### config.mk
export PLATFORM = sky130hd
export DESIGN_NAME = can_frame_bit_decoder_unit_flat
export DESIGN_NICKNAME = d
export VERILOG_FILES = /design/src/hdl/cfbd_pkg.sv /design/src/hdl/cfbd_intf.sv /design/src/hdl/cfbd_step.sv /design/src/hdl/can_frame_bit_decoder_unit.sv /design/src/flat_wrapper.sv
export SDC_FILE = /design/constraint.sdc
export NUM_CORES = 1
export LEC_CHECK = 0
export BUFFER_PORTS_ARGS = -buffer_cell sky130_fd_sc_hd__buf_2
export CORE_ASPECT_RATIO = 1.4
export CORE_MARGIN = 4
export CORE_UTILIZATION = 60
export CTS_CLUSTER_DIAMETER = 100
export CTS_CLUSTER_SIZE = 28
export DETAILED_ROUTE_END_ITERATION = 8
export GPL_TIMING_DRIVEN = 0
export MAX_ROUTING_LAYER = met4
export PLACE_DENSITY_LB_ADDON = 0.1
export SLEW_MARGIN = 25
export SYNTH_ARGS = -nofsm -noshare
export SYNTH_HDL_FRONTEND = slang
export SYNTH_SLANG_ARGS = --single-unit
### constraint.sdc
create_clock -name clk -period 12.3 [get_ports clk]
set_input_delay 1.23 -clock clk [delete_from_list [all_inputs] [get_ports clk]]
set_output_delay 1.23 -clock clk [all_outputs]
set_load 0.02 [all_outputs]
### src/hdl/cfbd_pkg.sv
package cfbd_pkg;

    localparam int BASE_ID_BITS = 11;
    localparam int EXT_ID_BITS  = 18;
    localparam int CRC_BITS     = 15;
    localparam int EOF_BITS     = 7;
    localparam int DLC_BITS     = 4;
    localparam int ID_BITS      = BASE_ID_BITS + EXT_ID_BITS;
    localparam int PAYLOAD_BITS = 64;
    localparam int CNT_BITS     = 7;

    localparam logic [4:0] PH_IDLE      = 5'd0;
    localparam logic [4:0] PH_ID_A      = 5'd1;
    localparam logic [4:0] PH_RTR_SRR   = 5'd2;
    localparam logic [4:0] PH_IDE       = 5'd3;
    localparam logic [4:0] PH_ID_B      = 5'd4;
    localparam logic [4:0] PH_RTR_EXT   = 5'd5;
    localparam logic [4:0] PH_R1        = 5'd6;
    localparam logic [4:0] PH_R0        = 5'd7;
    localparam logic [4:0] PH_STANDBY   = 5'd8;
    localparam logic [4:0] PH_DLC       = 5'd9;
    localparam logic [4:0] PH_DATA      = 5'd10;
    localparam logic [4:0] PH_CRC       = 5'd11;
    localparam logic [4:0] PH_CRC_DELIM = 5'd12;
    localparam logic [4:0] PH_ACK_SLOT  = 5'd13;
    localparam logic [4:0] PH_ACK_DELIM = 5'd14;
    localparam logic [4:0] PH_EOF       = 5'd15;
    localparam logic [4:0] PH_ERROR     = 5'd16;

    localparam logic [1:0] ERR_NONE   = 2'd0;
    localparam logic [1:0] ERR_STUFF  = 2'd1;
    localparam logic [1:0] ERR_FORMAT = 2'd2;
    localparam logic [1:0] ERR_CRC    = 2'd3;

    typedef struct packed {
        logic                    bit_value;
        logic                    stuff_violation;
        logic                    arbitration_lost;
        logic [CRC_BITS-1:0]     computed_crc;
        logic                    computed_crc_ready;
    } in_item_t;

    typedef struct packed {
        logic                    frame_done;
        logic [ID_BITS-1:0]      frame_ident;
        logic                    extended_format;
        logic                    remote_request;
        logic [DLC_BITS-1:0]     data_length;
        logic [PAYLOAD_BITS-1:0] payload_bits;
        logic [1:0]              error_code;
        logic                    ack_drive;
        logic                    ack_slot_active;
        logic                    destuff_enable;
        logic                    crc_request;
        logic                    bus_idle;
    } out_item_t;

    typedef struct packed {
        logic [4:0]              field_phase;
        logic [CNT_BITS-1:0]     bit_counter;
        logic [ID_BITS-1:0]      ident_shift;
        logic                    remote_flag;
        logic                    extended_flag;
        logic [DLC_BITS-1:0]     length_shift;
        logic [PAYLOAD_BITS-1:0] payload_shift;
        logic [CRC_BITS-1:0]     received_crc;
        logic                    lost_flag;
        logic                    ack_level;
        logic [1:0]              sticky_error;
    } dec_state_t;

endpackage

### src/hdl/cfbd_intf.sv
interface cfbd_in_if
    import cfbd_pkg::*;
();
    logic     valid;
    logic     ready;
    in_item_t data;

    modport source (output valid, output data, input ready);
    modport sink (input valid, input data, output ready);
endinterface

interface cfbd_out_if
    import cfbd_pkg::*;
();
    logic      valid;
    logic      ready;
    out_item_t data;

    modport source (output valid, output data, input ready);
    modport sink (input valid, input data, output ready);
endinterface

### src/hdl/cfbd_step.sv
module cfbd_step
    import cfbd_pkg::*;
#(
    parameter int MAX_DATA_BYTES = 8
)
(
    input  dec_state_t cur,
    input  in_item_t   item,
    output dec_state_t nxt,
    output out_item_t  res
);

    localparam logic [DLC_BITS-1:0] MAX_LEN = DLC_BITS'(MAX_DATA_BYTES);

    logic                b;
    logic                done;
    logic [CNT_BITS-1:0] cnt_inc;
    logic [DLC_BITS-1:0] len_new;
    logic [DLC_BITS-1:0] len_clamped;

    assign b           = item.bit_value;
    assign cnt_inc     = cur.bit_counter + CNT_BITS'(1);
    assign len_new     = {cur.length_shift[DLC_BITS-2:0], b};
    assign len_clamped = (len_new > MAX_LEN) ? MAX_LEN : len_new;

    always_comb
    begin
        nxt  = cur;
        done = 1'b0;
        if (cur.field_phase != PH_ERROR && item.stuff_violation)
        begin
            nxt.sticky_error = ERR_STUFF;
            nxt.field_phase  = PH_ERROR;
            nxt.ack_level    = 1'b1;
        end
        else
        begin
            unique case (cur.field_phase)
                PH_IDLE:
                begin
                    nxt.lost_flag = 1'b0;
                    if (!b)
                    begin
                        nxt.received_crc = '0;
                        nxt.bit_counter  = '0;
                        nxt.ident_shift  = '0;
                        nxt.lost_flag    = item.arbitration_lost;
                        nxt.field_phase  = PH_ID_A;
                    end
                end
                PH_ID_A, PH_ID_B:
                begin
                    nxt.ident_shift = {cur.ident_shift[ID_BITS-2:0], b};
                    nxt.bit_counter = cnt_inc;
                    nxt.lost_flag   = cur.lost_flag | item.arbitration_lost;
                    if (cur.field_phase == PH_ID_A && cnt_inc == CNT_BITS'(BASE_ID_BITS))
                        nxt.field_phase = PH_RTR_SRR;
                    else if (cur.field_phase == PH_ID_B
                             && cnt_inc == CNT_BITS'(EXT_ID_BITS))
                        nxt.field_phase = PH_RTR_EXT;
                end
                PH_RTR_SRR:
                begin
                    nxt.remote_flag = b;
                    nxt.lost_flag   = cur.lost_flag | item.arbitration_lost;
                    nxt.field_phase = PH_IDE;
                end
                PH_IDE:
                begin
                    nxt.extended_flag = b;
                    nxt.lost_flag     = cur.lost_flag | item.arbitration_lost;
                    nxt.bit_counter   = '0;
                    nxt.field_phase   = b ? PH_ID_B : PH_R0;
                end
                PH_RTR_EXT:
                begin
                    if (!cur.remote_flag)
                    begin
                        nxt.sticky_error = ERR_FORMAT;
                        nxt.field_phase  = PH_ERROR;
                        nxt.ack_level    = 1'b1;
                    end
                    else
                    begin
                        nxt.remote_flag = b;
                        nxt.lost_flag   = cur.lost_flag | item.arbitration_lost;
                        nxt.field_phase = PH_R1;
                    end
                end
                PH_R1:
                    nxt.field_phase = PH_R0;
                PH_R0:
                begin
                    nxt.length_shift = '0;
                    nxt.bit_counter  = '0;
                    nxt.field_phase  = cur.lost_flag ? PH_STANDBY : PH_DLC;
                end
                PH_STANDBY:
                    nxt.field_phase = PH_IDLE;
                PH_DLC:
                begin
                    nxt.length_shift = len_new;
                    nxt.bit_counter  = cnt_inc;
                    if (cnt_inc == CNT_BITS'(DLC_BITS))
                    begin
                        nxt.length_shift  = len_clamped;
                        nxt.received_crc  = '0;
                        nxt.payload_shift = '0;
                        nxt.bit_counter   = '0;
                        if (!cur.remote_flag && len_clamped != '0)
                            nxt.field_phase = PH_DATA;
                        else
                            nxt.field_phase = PH_CRC;
                    end
                end
                PH_DATA:
                begin
                    nxt.payload_shift = {cur.payload_shift[PAYLOAD_BITS-2:0], b};
                    nxt.bit_counter   = cnt_inc;
                    if (cnt_inc == {cur.length_shift, 3'b000})
                    begin
                        nxt.bit_counter = '0;
                        nxt.field_phase = PH_CRC;
                    end
                end
                PH_CRC:
                begin
                    nxt.received_crc = {cur.received_crc[CRC_BITS-2:0], b};
                    nxt.bit_counter  = cnt_inc;
                    if (cnt_inc == CNT_BITS'(CRC_BITS))
                        nxt.field_phase = PH_CRC_DELIM;
                end
                PH_CRC_DELIM:
                begin
                    if (item.computed_crc_ready)
                    begin
                        nxt.ack_level   = (cur.received_crc == item.computed_crc) ? 1'b0 : 1'b1;
                        nxt.field_phase = PH_ACK_SLOT;
                    end
                end
                PH_ACK_SLOT:
                    nxt.field_phase = PH_ACK_DELIM;
                PH_ACK_DELIM:
                begin
                    nxt.ack_level = 1'b1;
                    if (cur.ack_level)
                    begin
                        nxt.sticky_error = ERR_CRC;
                        nxt.field_phase  = PH_ERROR;
                    end
                    else if (!b)
                    begin
                        nxt.sticky_error = ERR_FORMAT;
                        nxt.field_phase  = PH_ERROR;
                    end
                    else
                    begin
                        nxt.bit_counter = '0;
                        nxt.field_phase = PH_EOF;
                    end
                end
                PH_EOF:
                begin
                    nxt.bit_counter = cnt_inc;
                    if (!b)
                    begin
                        nxt.sticky_error = ERR_FORMAT;
                        nxt.field_phase  = PH_ERROR;
                        nxt.ack_level    = 1'b1;
                    end
                    else if (cnt_inc >= CNT_BITS'(EOF_BITS))
                    begin
                        done            = 1'b1;
                        nxt.field_phase = PH_IDLE;
                    end
                end
                default:
                    nxt.field_phase = PH_ERROR;
            endcase
        end
    end

    always_comb
    begin
        res.frame_done      = done;
        res.frame_ident     = nxt.ident_shift;
        res.extended_format = nxt.extended_flag;
        res.remote_request  = nxt.remote_flag;
        res.data_length     = nxt.length_shift;
        res.payload_bits    = nxt.payload_shift;
        res.error_code      = nxt.sticky_error;
        res.ack_drive       = nxt.ack_level;
        res.ack_slot_active = (nxt.field_phase == PH_ACK_SLOT)
                              || (nxt.field_phase == PH_ACK_DELIM);
        res.destuff_enable  = (nxt.field_phase >= PH_ID_A) && (nxt.field_phase <= PH_CRC)
                              && (nxt.field_phase != PH_STANDBY);
        res.crc_request     = (nxt.field_phase == PH_CRC)
                              || (nxt.field_phase == PH_CRC_DELIM);
        res.bus_idle        = (nxt.field_phase == PH_IDLE);
    end

endmodule

### src/hdl/can_frame_bit_decoder_unit.sv
// Receive-side CAN 2.0B frame decoder taking one destuffed bus bit per request and
// returning exactly one result per request. Each accepted bit is decoded in the cycle
// it arrives and its result appears on the next cycle from an output register, so the
// block sustains one bit per clock; it stalls only while that output register holds a
// result the sink has not yet taken. Stuff, format and CRC errors are sticky until reset.
module can_frame_bit_decoder_unit
    import cfbd_pkg::*;
#(
    parameter int MAX_DATA_BYTES = 8
)
(
    input  logic       clk,
    input  logic       rst_n,
    cfbd_in_if.sink    rx,
    cfbd_out_if.source result
);

    localparam dec_state_t STATE_RESET = '{
        field_phase:   PH_IDLE,
        bit_counter:   '0,
        ident_shift:   '0,
        remote_flag:   1'b0,
        extended_flag: 1'b0,
        length_shift:  '0,
        payload_shift: '0,
        received_crc:  '0,
        lost_flag:     1'b0,
        ack_level:     1'b1,
        sticky_error:  ERR_NONE
    };

    dec_state_t state_reg;
    dec_state_t state_next;
    out_item_t  res_reg;
    out_item_t  res_next;
    logic       res_valid_reg;
    logic       accept;

    assign rx.ready     = !res_valid_reg || result.ready;
    assign accept       = rx.valid && rx.ready;
    assign result.valid = res_valid_reg;
    assign result.data  = res_reg;

    cfbd_step #(
        .MAX_DATA_BYTES(MAX_DATA_BYTES)
    ) u_step (
        .cur  (state_reg),
        .item (rx.data),
        .nxt  (state_next),
        .res  (res_next)
    );

    always_ff @(posedge clk or negedge rst_n)
    begin
        if (!rst_n)
        begin
            state_reg     <= STATE_RESET;
            res_valid_reg <= 1'b0;
        end
        else
        begin
            if (accept)
            begin
                state_reg     <= state_next;
                res_valid_reg <= 1'b1;
            end
            else if (result.ready)
            begin
                res_valid_reg <= 1'b0;
            end
        end
    end

    always_ff @(posedge clk)
    begin
        if (accept)
            res_reg <= res_next;
    end

endmodule
### src/flat_wrapper.sv
// flat-port wrapper written by rule: the top's interface ports become plain ports
module can_frame_bit_decoder_unit_flat import cfbd_pkg::*;
#(
    parameter int MAX_DATA_BYTES = 8
)
  (clk, rst_n, rx_valid, rx_data, rx_ready, result_valid, result_data, result_ready);
  cfbd_in_if rx_i ();
  cfbd_out_if result_i ();
  input  logic clk;
  input  logic rst_n;
  input wire logic [$bits(rx_i.valid)-1:0] rx_valid;
  input wire logic [$bits(rx_i.data)-1:0] rx_data;
  output wire logic [$bits(rx_i.ready)-1:0] rx_ready;
  output wire logic [$bits(result_i.valid)-1:0] result_valid;
  output wire logic [$bits(result_i.data)-1:0] result_data;
  input wire logic [$bits(result_i.ready)-1:0] result_ready;
  assign rx_i.valid = rx_valid;
  assign rx_i.data = rx_data;
  assign rx_ready = rx_i.ready;
  assign result_valid = result_i.valid;
  assign result_data = result_i.data;
  assign result_i.ready = result_ready;
  can_frame_bit_decoder_unit #(.MAX_DATA_BYTES(MAX_DATA_BYTES)) u_core (.clk(clk), .rst_n(rst_n), .rx(rx_i), .result(result_i));
endmodule
==> Yosys cells after proc, flatten, opt, wreduce, memory -nomap -nowiden <==
Index checks and enable logic that the tools add are counted.
{ "word_totals": {"elab_cells": 137, "latchBits": 0, "romBits": 0, "mem_count": 0, "register_bits": 238, "ramBits": 0} }
{ "classes": {"order_cmp": 4, "n_div": 0, "muxes": 45, "bitwise_logic": 4, "n_mul": 0, "addsub": 1, "shift": 0, "n_eq_ne": 32, "n_reduce_logical": 27} }
{ "ops": {"columns": ["op", "n"], "rows": [
  ["$pmux W64 S2", 1],
  ["$mux W115", 1],
  ["$mux W83", 1],
  ["$pmux W5 S15", 1],
  ["$eq A5 B4 Y1 const B", 12],
  ["$pmux W29 S2", 1],
  ["$mux W5", 10],
  ["$pmux W15 S3", 1],
  ["$pmux W7 S6", 1],
  ["$mux W41", 1],
  ["$mux W12", 2],
  ["$eq A5 B3 Y1 const B", 4],
  ["$mux W16", 1],
  ["$eq A15 B15 Y1", 1],
  ["$eq A7 B4 Y1 const B", 2],
  ["$mux W7", 2],
  ["$eq A5 B2 Y1 const B", 2],
  ["$logic_not A5 Y1", 2],
  ["$mux W1", 10],
  ["$mux W3", 3],
  ["$ne A2 B2 Y1 const B", 4],
  ["$pmux W4 S2", 1],
  ["$reduce_or A4 Y1", 2],
  ["$add A7 B1 Y7 const B", 1],
  ["other kinds (31)", 46]
]} }

==> Logic depth before layout (Yosys ltp) <==
Gate-level depths: netlist (run 1).
{ "depth": {"ltp_word": 11, "mapped_depth": 10} }

==> Cells and area by module <==
A second synthesis (run 1) with hierarchy kept.
{ "hier_totals": {"hier_cells": 874, "hier_area_um2": 11937.7} }
{ "by_module_without_submodules": {"columns": ["module", "cells_per_inst", "area_each_um2", "instances"], "rows": [
  ["can_frame_bit_decoder_unit", 386, 8550.7, 1],
  ["cfbd_step", 488, 3387.0, 1]
]} }

==> Least setup slack after synthesis (run 1) <==
Ideal clock, no wire load.
{ "synth_timing": {"path_type": "input port to flip-flop", "startpoint": "input port result_ready", "endpoint": "register u_core.res_reg (netlist bit u_core.result.data[0]) (enable)", "path_buffers": 1, "arrival_time_ns": 4.922, "path_stages": 4, "setup_ns": 0.513, "path_slack_ns": 6.865, "cell_sequence": "nand2b_1 nand2_1 inv_2 buf_1"} }
{ "synth_between": {"elab_chain_cells": 2} }
{ "synth_rtl": {"columns": ["item", "line", "text"], "rows": [
  ["start, declared", "flat_wrapper.sv:16", "input wire logic [$bits(result_i.ready)-1:0] result_ready;"],
  ["$logic_or A1 B1 Y1", "can_frame_bit_decoder_unit.sv:39", "assign rx.ready = !res_valid_reg || result.ready;"],
  ["$logic_and A1 B1 Y1", "can_frame_bit_decoder_unit.sv:40", "assign accept = rx.valid && rx.ready;"],
  ["via u_core.accept", "can_frame_bit_decoder_unit.sv:37", "logic accept;"],
  ["end signal, assigned", "can_frame_bit_decoder_unit.sv:77", "res_reg <= res_next;"],
  ["end, declared", "can_frame_bit_decoder_unit.sv:34", "out_item_t res_reg;"]
]} }
The timed path passes the listed nets, and every way through them passes these cells.
A chain may end at the register's enable or synchronous reset.

==> results.json, run 1 <==
{
  "cts-resized-gates": 0,
  "die_h_um": 164,
  "fill_cells": 1283,
  "wl_per_cell_um": 17.0,
  "initial_utilization": 0.617,
  "insertion_delay_ps": 470,
  "hp-class": "register to register",
  "postRouteAntennaNets": 0,
  "cp_slowest_cell": "a31oi_1",
  "fin_crit_ps": 3190,
  "final_hold_viol_count": 0,
  "ff_latch_area_sq_um": 6490,
  "syn_area_sq_um": 10400,
  "p_leak_uw": 0.00552,
  "cts_sinks": 238,
  "post-route-util": 0.700,
  "fin_area_sq_um": 11800,
  "die_area_sq_um": 19600,
  "post_dp_cell_area_sq_um": 11500,
  "io_buffers": 131,
  "clock_path_buffers": 3,
  "drv_slew": 0,
  "crit_path_end_kind": "register",
  "ys_seq_elements": 238,
  "period_share": 0.259,
  "clk_pin_slew_ps": 100,
  "ys_types": 59,
  "tightest_slew_ps": 947,
  "relSlewSlack": 0.366,
  "postSynthAreaPerCell_sq_um": 10.8,
  "fmax_ghz": 0.313,
  "timing.setup.tns_ps": 0,
  "max_cap_viol_count": 0,
  "status": "finished, final reports clean",
  "fin_skew_ps": 13.8,
  "cts_hold_buf": 0,
  "antenna_found_initial": 0,
  "dp_slack_ps": 8650,
  "area_delta_synth_final_pct": 13.5,
  "diodes": 0,
  "max_stage_delay_ps": 660,
  "dr.pass1.iters": 5,
  "async_flop_share": 0.550,
  "drive_above_1_share": 0.151,
  "post-synth-top-count-cell": "nand2_1",
  "worstPathCellList": "buf_2 -> inv_1 -> a31oi_1 -> or4_1 -> clkbuf_1 -> clkbuf_1 -> a22o_1 -> nand2_1 -> nand2_1",
  "synth_top_cell_area_share": 0.312,
  "drt-vias-per-instance": 5.76,
  "synth_top_cell_by_area": "dfrtp_1",
  "irDropWorstVdd_v": 0.0000959,
  "grt_max_degree": 91,
  "wirelength_um": 22900,
  "finalSetupViolations": 0,
  "yosys_warnings": 0,
  "cts_tree": "done",
  "drc": 0,
  "htreeDepth": 1,
  "syn_nets": 989,
  "top_level_ports": 132,
  "synth_edf_count": 107,
  "grt_util_all_layers": 0.239,
  "cts-root-buf": "clkbuf_16",
  "synthFlopType": "dfrtp_1",
  "path_max_fanout": 10,
  "total_power_uw": 1500,
  "dp_hpwl_um": 16300,
  "multi_input_area_sq_um": 3640,
  "worstSetupPathType": "input port to register",
  "gp_congestion": 0.971,
  "rows": 56,
  "core_sq_um": 16900,
  "power.density_nw_per_um2": 127,
  "synthTopCellsByCount": "317 x nand2_1, 130 x dfrtp_1, 111 x a22o_1",
  "required_ps": 12710,
  "critPathLaunchType": "input port",
  "largest_reg_flops": 130,
  "ys_seq_area_frac": 0.623,
  "postLayoutSetupSlackWorst_ps": 9110,
  "arrival_ps": 3600,
  "rsz0062_at_grt": "no",
  "synthTopCellsByArea": "dfrtp_1 31%, edfxtp_1 31%, nand2_1 11%, a22o_1 9.3%, clkbuf_1 1.6%",
  "grt-ovfl-total": 0,
  "post_cts_buffers": 0,
  "cts-buffers-inserted": 12,
  "fin_nets": 1138,
  "grt_pass1_vias": 7541,
  "vias": 7777,
  "netlist_instances": 963,
  "grt_pass1_wl_um": 37400,
  "drt_iter0_drc": 746,
  "die_x_um": 119
}
-- cell usage in the layout, fill, tap and decap left out, types with 8 or more instances in the layout --
cell	netlist	layout
edfxtp_1	107	107
o21ai_0	27	27
nor3_1	11	11
nand2b_1	12	12
dfrtp_1	130	130
a21oi_1	13	13
a22o_1	111	111
inv_1	10	10
nor2b_1	8	8
nor2_1	29	29
nand2_1	317	317
xnor2_1	8	8
xor2_1	19	19
buf_2	5	136
clkbuf_16	0	13
nand3_1	14	14
clkbuf_1	45	51
-- final timing paths --
check                                                  startpoint                                 to  slack (ps)  cells after the start
worst max-delay path                                  rx_data[17]   u_core.state_reg[47]$_DFFE_PN0P_        9110                      9
worst min-delay path              u_core.state_reg[0]$_DFFE_PN0P_    u_core.state_reg[0]$_DFFE_PN0P_         490                      2
min in group asynchronous                                   rst_n  u_core.state_reg[104]$_DFFE_PN0P_         640                      1
worst min register to register    u_core.state_reg[0]$_DFFE_PN0P_    u_core.state_reg[0]$_DFFE_PN0P_         490                      2
max in group asynchronous                                   rst_n    u_core.state_reg[2]$_DFFE_PN1P_       10890                      2
worst max register to register  u_core.state_reg[118]$_DFFE_PN0P_   u_core.result.data[35]$_DFFE_PP_        9110                      8
-- logic make-up (layout without fill, tap and decap cells) --
kind of cell	Yosys count	count (layout)	share of synthesized area
simple gates	426	426	0.173
flops	238	238	0.623
compound gates	192	192	0.144
buf+inv	71	226	0.0271
xor+xnor	27	27	0.0227
mux	6	6	0.00673
fa+ha+maj	3	3	0.00360
-- critical path, delay by kind of cell --
kind | cells | cell delay [ps]
AOI/OAI and AO/OA | 2 | 930
buffers and inverters | 4 | 1040
and+or+nand+nor | 3 | 410
-- where the power goes --
part,switching [uW],internal [uW]
registers,17.1,863
logic,126,54.4
clock network,241,201
total,384,1120
-- through the flow --
| stage | instances | hold slack, ps |
|---|---|---|
| 6_report | 1350 | 492 |
| 3_3_place_gp | 1326 | 461 |
| 4_1_cts | 1350 | 493 |
| 5_1_grt | 1350 | 517 |
| 3_5_place_dp | 1330 | 466 |
| 2_1_floorplan | 963 | 446 |
-- area by class of cell --
cell class,instances,share of cell area
Tap cell,232,0.0245
Clock inverter,1,0.00138
Sequential cell,238,0.549
Inverter,12,0.00402
Multi-Input combinational cell,654,0.308
Timing Repair Buffer,135,0.0637
Buffer,59,0.0200
Clock buffer,19,0.0294
-- per-layer routing --
| metal | vias up | part of all wire | wire, um | track usage |
|---|---|---|---|---|
| met3 | 47 | 0.044 | 998 | 0.0214 |
| li1 | 3710 | - | - | - |
| met1 | 3795 | 0.43 | 9780 | 0.308 |
| met2 | 225 | 0.50 | 11500 | 0.408 |
| met4 | 0 | 0.028 | 635 | 0.0740 |
| met5 | - | 0 | 0 | - |
No activity file was read; power rests on OpenSTA's default activity.
==> run 2, diff against run 1 <==
ABC_AREA = 1   (was not set)
CORE_UTILIZATION = 58   (was 60)
clock period = 3.2 ns   (was 12.3 ns; I/O delays follow)
==> results.json, run 2 <==
{
  "status": "finished, final reports clean",
  "ys_types": 40,
  "rows": 57,
  "irDropWorstVdd_v": 0.000653,
  "required_ps": 3350,
  "path_max_fanout": 70,
  "crit_path_end_kind": "register",
  "critPathLaunchType": "register",
  "drt_iter0_drc": 621,
  "clkPwrFrac": 0.237,
  "crit_path_frequent_cell": "nand2_1",
  "async_flop_share": 0.550,
  "switching_share": 0.297,
  "power.density_nw_per_um2": 609,
  "gp_congestion": 0.919,
  "relSlewSlack": 0.558,
  "drv_slew": 0,
  "ff_latch_area_sq_um": 6490,
  "synth_edf_count": 107,
  "die_x_um": 121,
  "tightest_slew_ps": 663,
  "max_stage_delay_ps": 530,
  "fin_crit_ps": 2630,
  "rsz0062_at_grt": "no",
  "cts-resized-gates": 0,
  "place_inst": 1450,
  "multi_input_area_sq_um": 3080,
  "area_delta_synth_final_pct": 13.5,
  "grt_pass1_wl_um": 38600,
  "drc": 0,
  "cts-root-buf": "clkbuf_16",
  "layout_common_cells": "261 x nand2_1, 156 x inv_1, 135 x buf_2",
  "arrival_ps": 2780,
  "intPower_uw": 5040,
  "vias": 7900,
  "worst-path-buf-inv": 4,
  "path_delay_family": "buffers and inverters",
  "grt_pass1_vias": 7797,
  "grt_max_degree": 90,
  "period_share": 0.821,
  "drt-vias-per-instance": 5.37,
  "wl_per_cell_um": 15.7,
  "grt_util_all_layers": 0.240,
  "cts_hold_buf": 1,
  "fin_nets": 1255,
  "dp_hpwl_um": 16400,
  "initial_utilization": 0.595,
  "wirelength_um": 23200,
  "synthTopCellsByArea": "dfrtp_1 31%, edfxtp_1 31%, nand2_1 9.4%, inv_1 5.6%, o21ai_0 5.4%",
  "largest_reg_flops": 130,
  "cp_slowest_cell": "clkbuf_8",
  "grt-ovfl-total": 0,
  "insertion_delay_ps": 480,
  "netlist_instances": 1081,
  "diodes": 0,
  "comb_power_share": 0.203,
  "synth_top_cell_area_share": 0.313,
  "fill_cells": 1416,
  "worstSetupPathType": "register to register",
  "cts-buffers-inserted": 12,
  "worstPathCellList": "nand2_1 -> nand2_1 -> inv_1 -> clkbuf_1 -> clkbuf_8 -> buf_16",
  "drive_above_1_share": 0.148,
  "synthTopCellsByCount": "261 x nand2_1, 156 x inv_1, 130 x dfrtp_1",
  "synth_top_cell_by_area": "dfrtp_1",
  "yosys_warnings": 0,
  "power_switching_uw": 2130,
  "fin_skew_ps": 18.4,
  "post_cts_buffers": 0,
  "synthFlopType": "dfrtp_1",
  "syn_nets": 1107,
  "die_area_sq_um": 20100,
  "clock_path_buffers": 3,
  "antenna_found_initial": 0,
  "postSynthAreaPerCell_sq_um": 9.61,
  "dr.pass1.iters": 6,
  "post-synth-top-count-cell": "nand2_1",
  "final_common_cell": "nand2_1",
  "hp-class": "input port to register",
  "max_cap_viol_count": 0,
  "finalSetupViolations": 0,
  "htreeDepth": 1,
  "core_sq_um": 17500,
  "hold_ws_ps": 103,
  "cts_tree": "done",
  "ys_seq_area_frac": 0.625,
  "pwr-share-seq": 0.560,
  "cts_sinks": 238,
  "final_hold_viol_count": 0,
  "top_level_ports": 132,
  "postRouteAntennaNets": 0,
  "io_buffers": 131,
  "fmax_ghz": 0.380,
  "die_h_um": 166,
  "clk_pin_slew_ps": 100,
  "final_cells": 1471,
  "p_leak_uw": 0.00526,
  "syn_area_sq_um": 10400,
  "ys_seq_elements": 238
}
==> run 2: layout make-up <==
class	count	area share
timing repair buffer	134	0.0620
tap	236	0.0250
clock inverter	1	0.00138
inverter	161	0.0513
multi-input combinational	639	0.261
sequential	238	0.551
clock buffer	19	0.0295
buffer	43	0.0192
==> run 2: logic make-up after synthesis <==
group / count (synthesis) / synth area share
buf+inv: 204 / 0.0790
simple gates: 369 / 0.147
compound gates: 254 / 0.135
xor+xnor: 13 / 0.0110
fa+ha+maj: 3 / 0.00361
flops: 238 / 0.625
==> run 2: worst register-to-register path: cells and delay by family, from the launching register on <==
family | cells | cell delay (ps)
buffers and inverters | 4 | 1660
flip-flops | 1 | 380
AND/OR/NAND/NOR | 2 | 240
==> run 2: power by group through the flow <==
| stage | Clock, uW | Sequential [uW] | Combinational (uW) |
|---|---|---|---|
| 5_1_grt | 1870 | 4070 | 1650 |
| 3_5_place_dp | 0 | 4080 | 1450 |
| 3_3_place_gp | 0 | 4070 | 1410 |
| 2_1_floorplan | 0 | 4300 | 738 |
| 4_1_cts | 1740 | 4020 | 1470 |
| 6_report | 1700 | 4020 | 1460 |
==> run 2: per-layer routing <==
layer  global-route usage  up-vias  wire length, um
li1                     -     3872                -
met1                0.308     3777             9770
met2                0.398      200            11600
met3               0.0317       51             1080
met4               0.0779        0              735
met5                    -        -                0
==> run 2: metrics by stage <==
step | TNS [ps] | area (sq um) | utilization | power (uW) | worst slack [ps]
2_1_floorplan | 0 | 10400 | - | 5040 | 42.5
3_3_place_gp | -106170 | 11300 | 0.649 | 5480 | -836
6_report | 0 | 11800 | 0.675 | 7180 | 571
5_1_grt | 0 | 11800 | 0.675 | 7600 | 374
3_5_place_dp | 0 | 11400 | 0.653 | 5530 | 475
4_1_cts | 0 | 11800 | 0.675 | 7230 | 544
==> run 2: worst paths after layout <==
check | start | endpoint | slack, ps | cells after the start
worst max-delay path | u_core.result.valid$_DFFE_PN0P_ | u_core.result.data[60]$_DFFE_PP_ | 570 | 6
max in group asynchronous | rst_n | u_core.state_reg[2]$_DFFE_PN1P_ | 2120 | 3
worst max register to register | u_core.result.valid$_DFFE_PN0P_ | u_core.result.data[60]$_DFFE_PP_ | 570 | 6
worst min register to register | u_core.state_reg[87]$_DFFE_PN0P_ | u_core.state_reg[87]$_DFFE_PN0P_ | 500 | 2
min in group asynchronous | rst_n | u_core.state_reg[5]$_DFFE_PN0P_ | 310 | 2
worst min-delay path | rx_data[16] | u_core.state_reg[3]$_DFFE_PN0P_ | 100 | 3
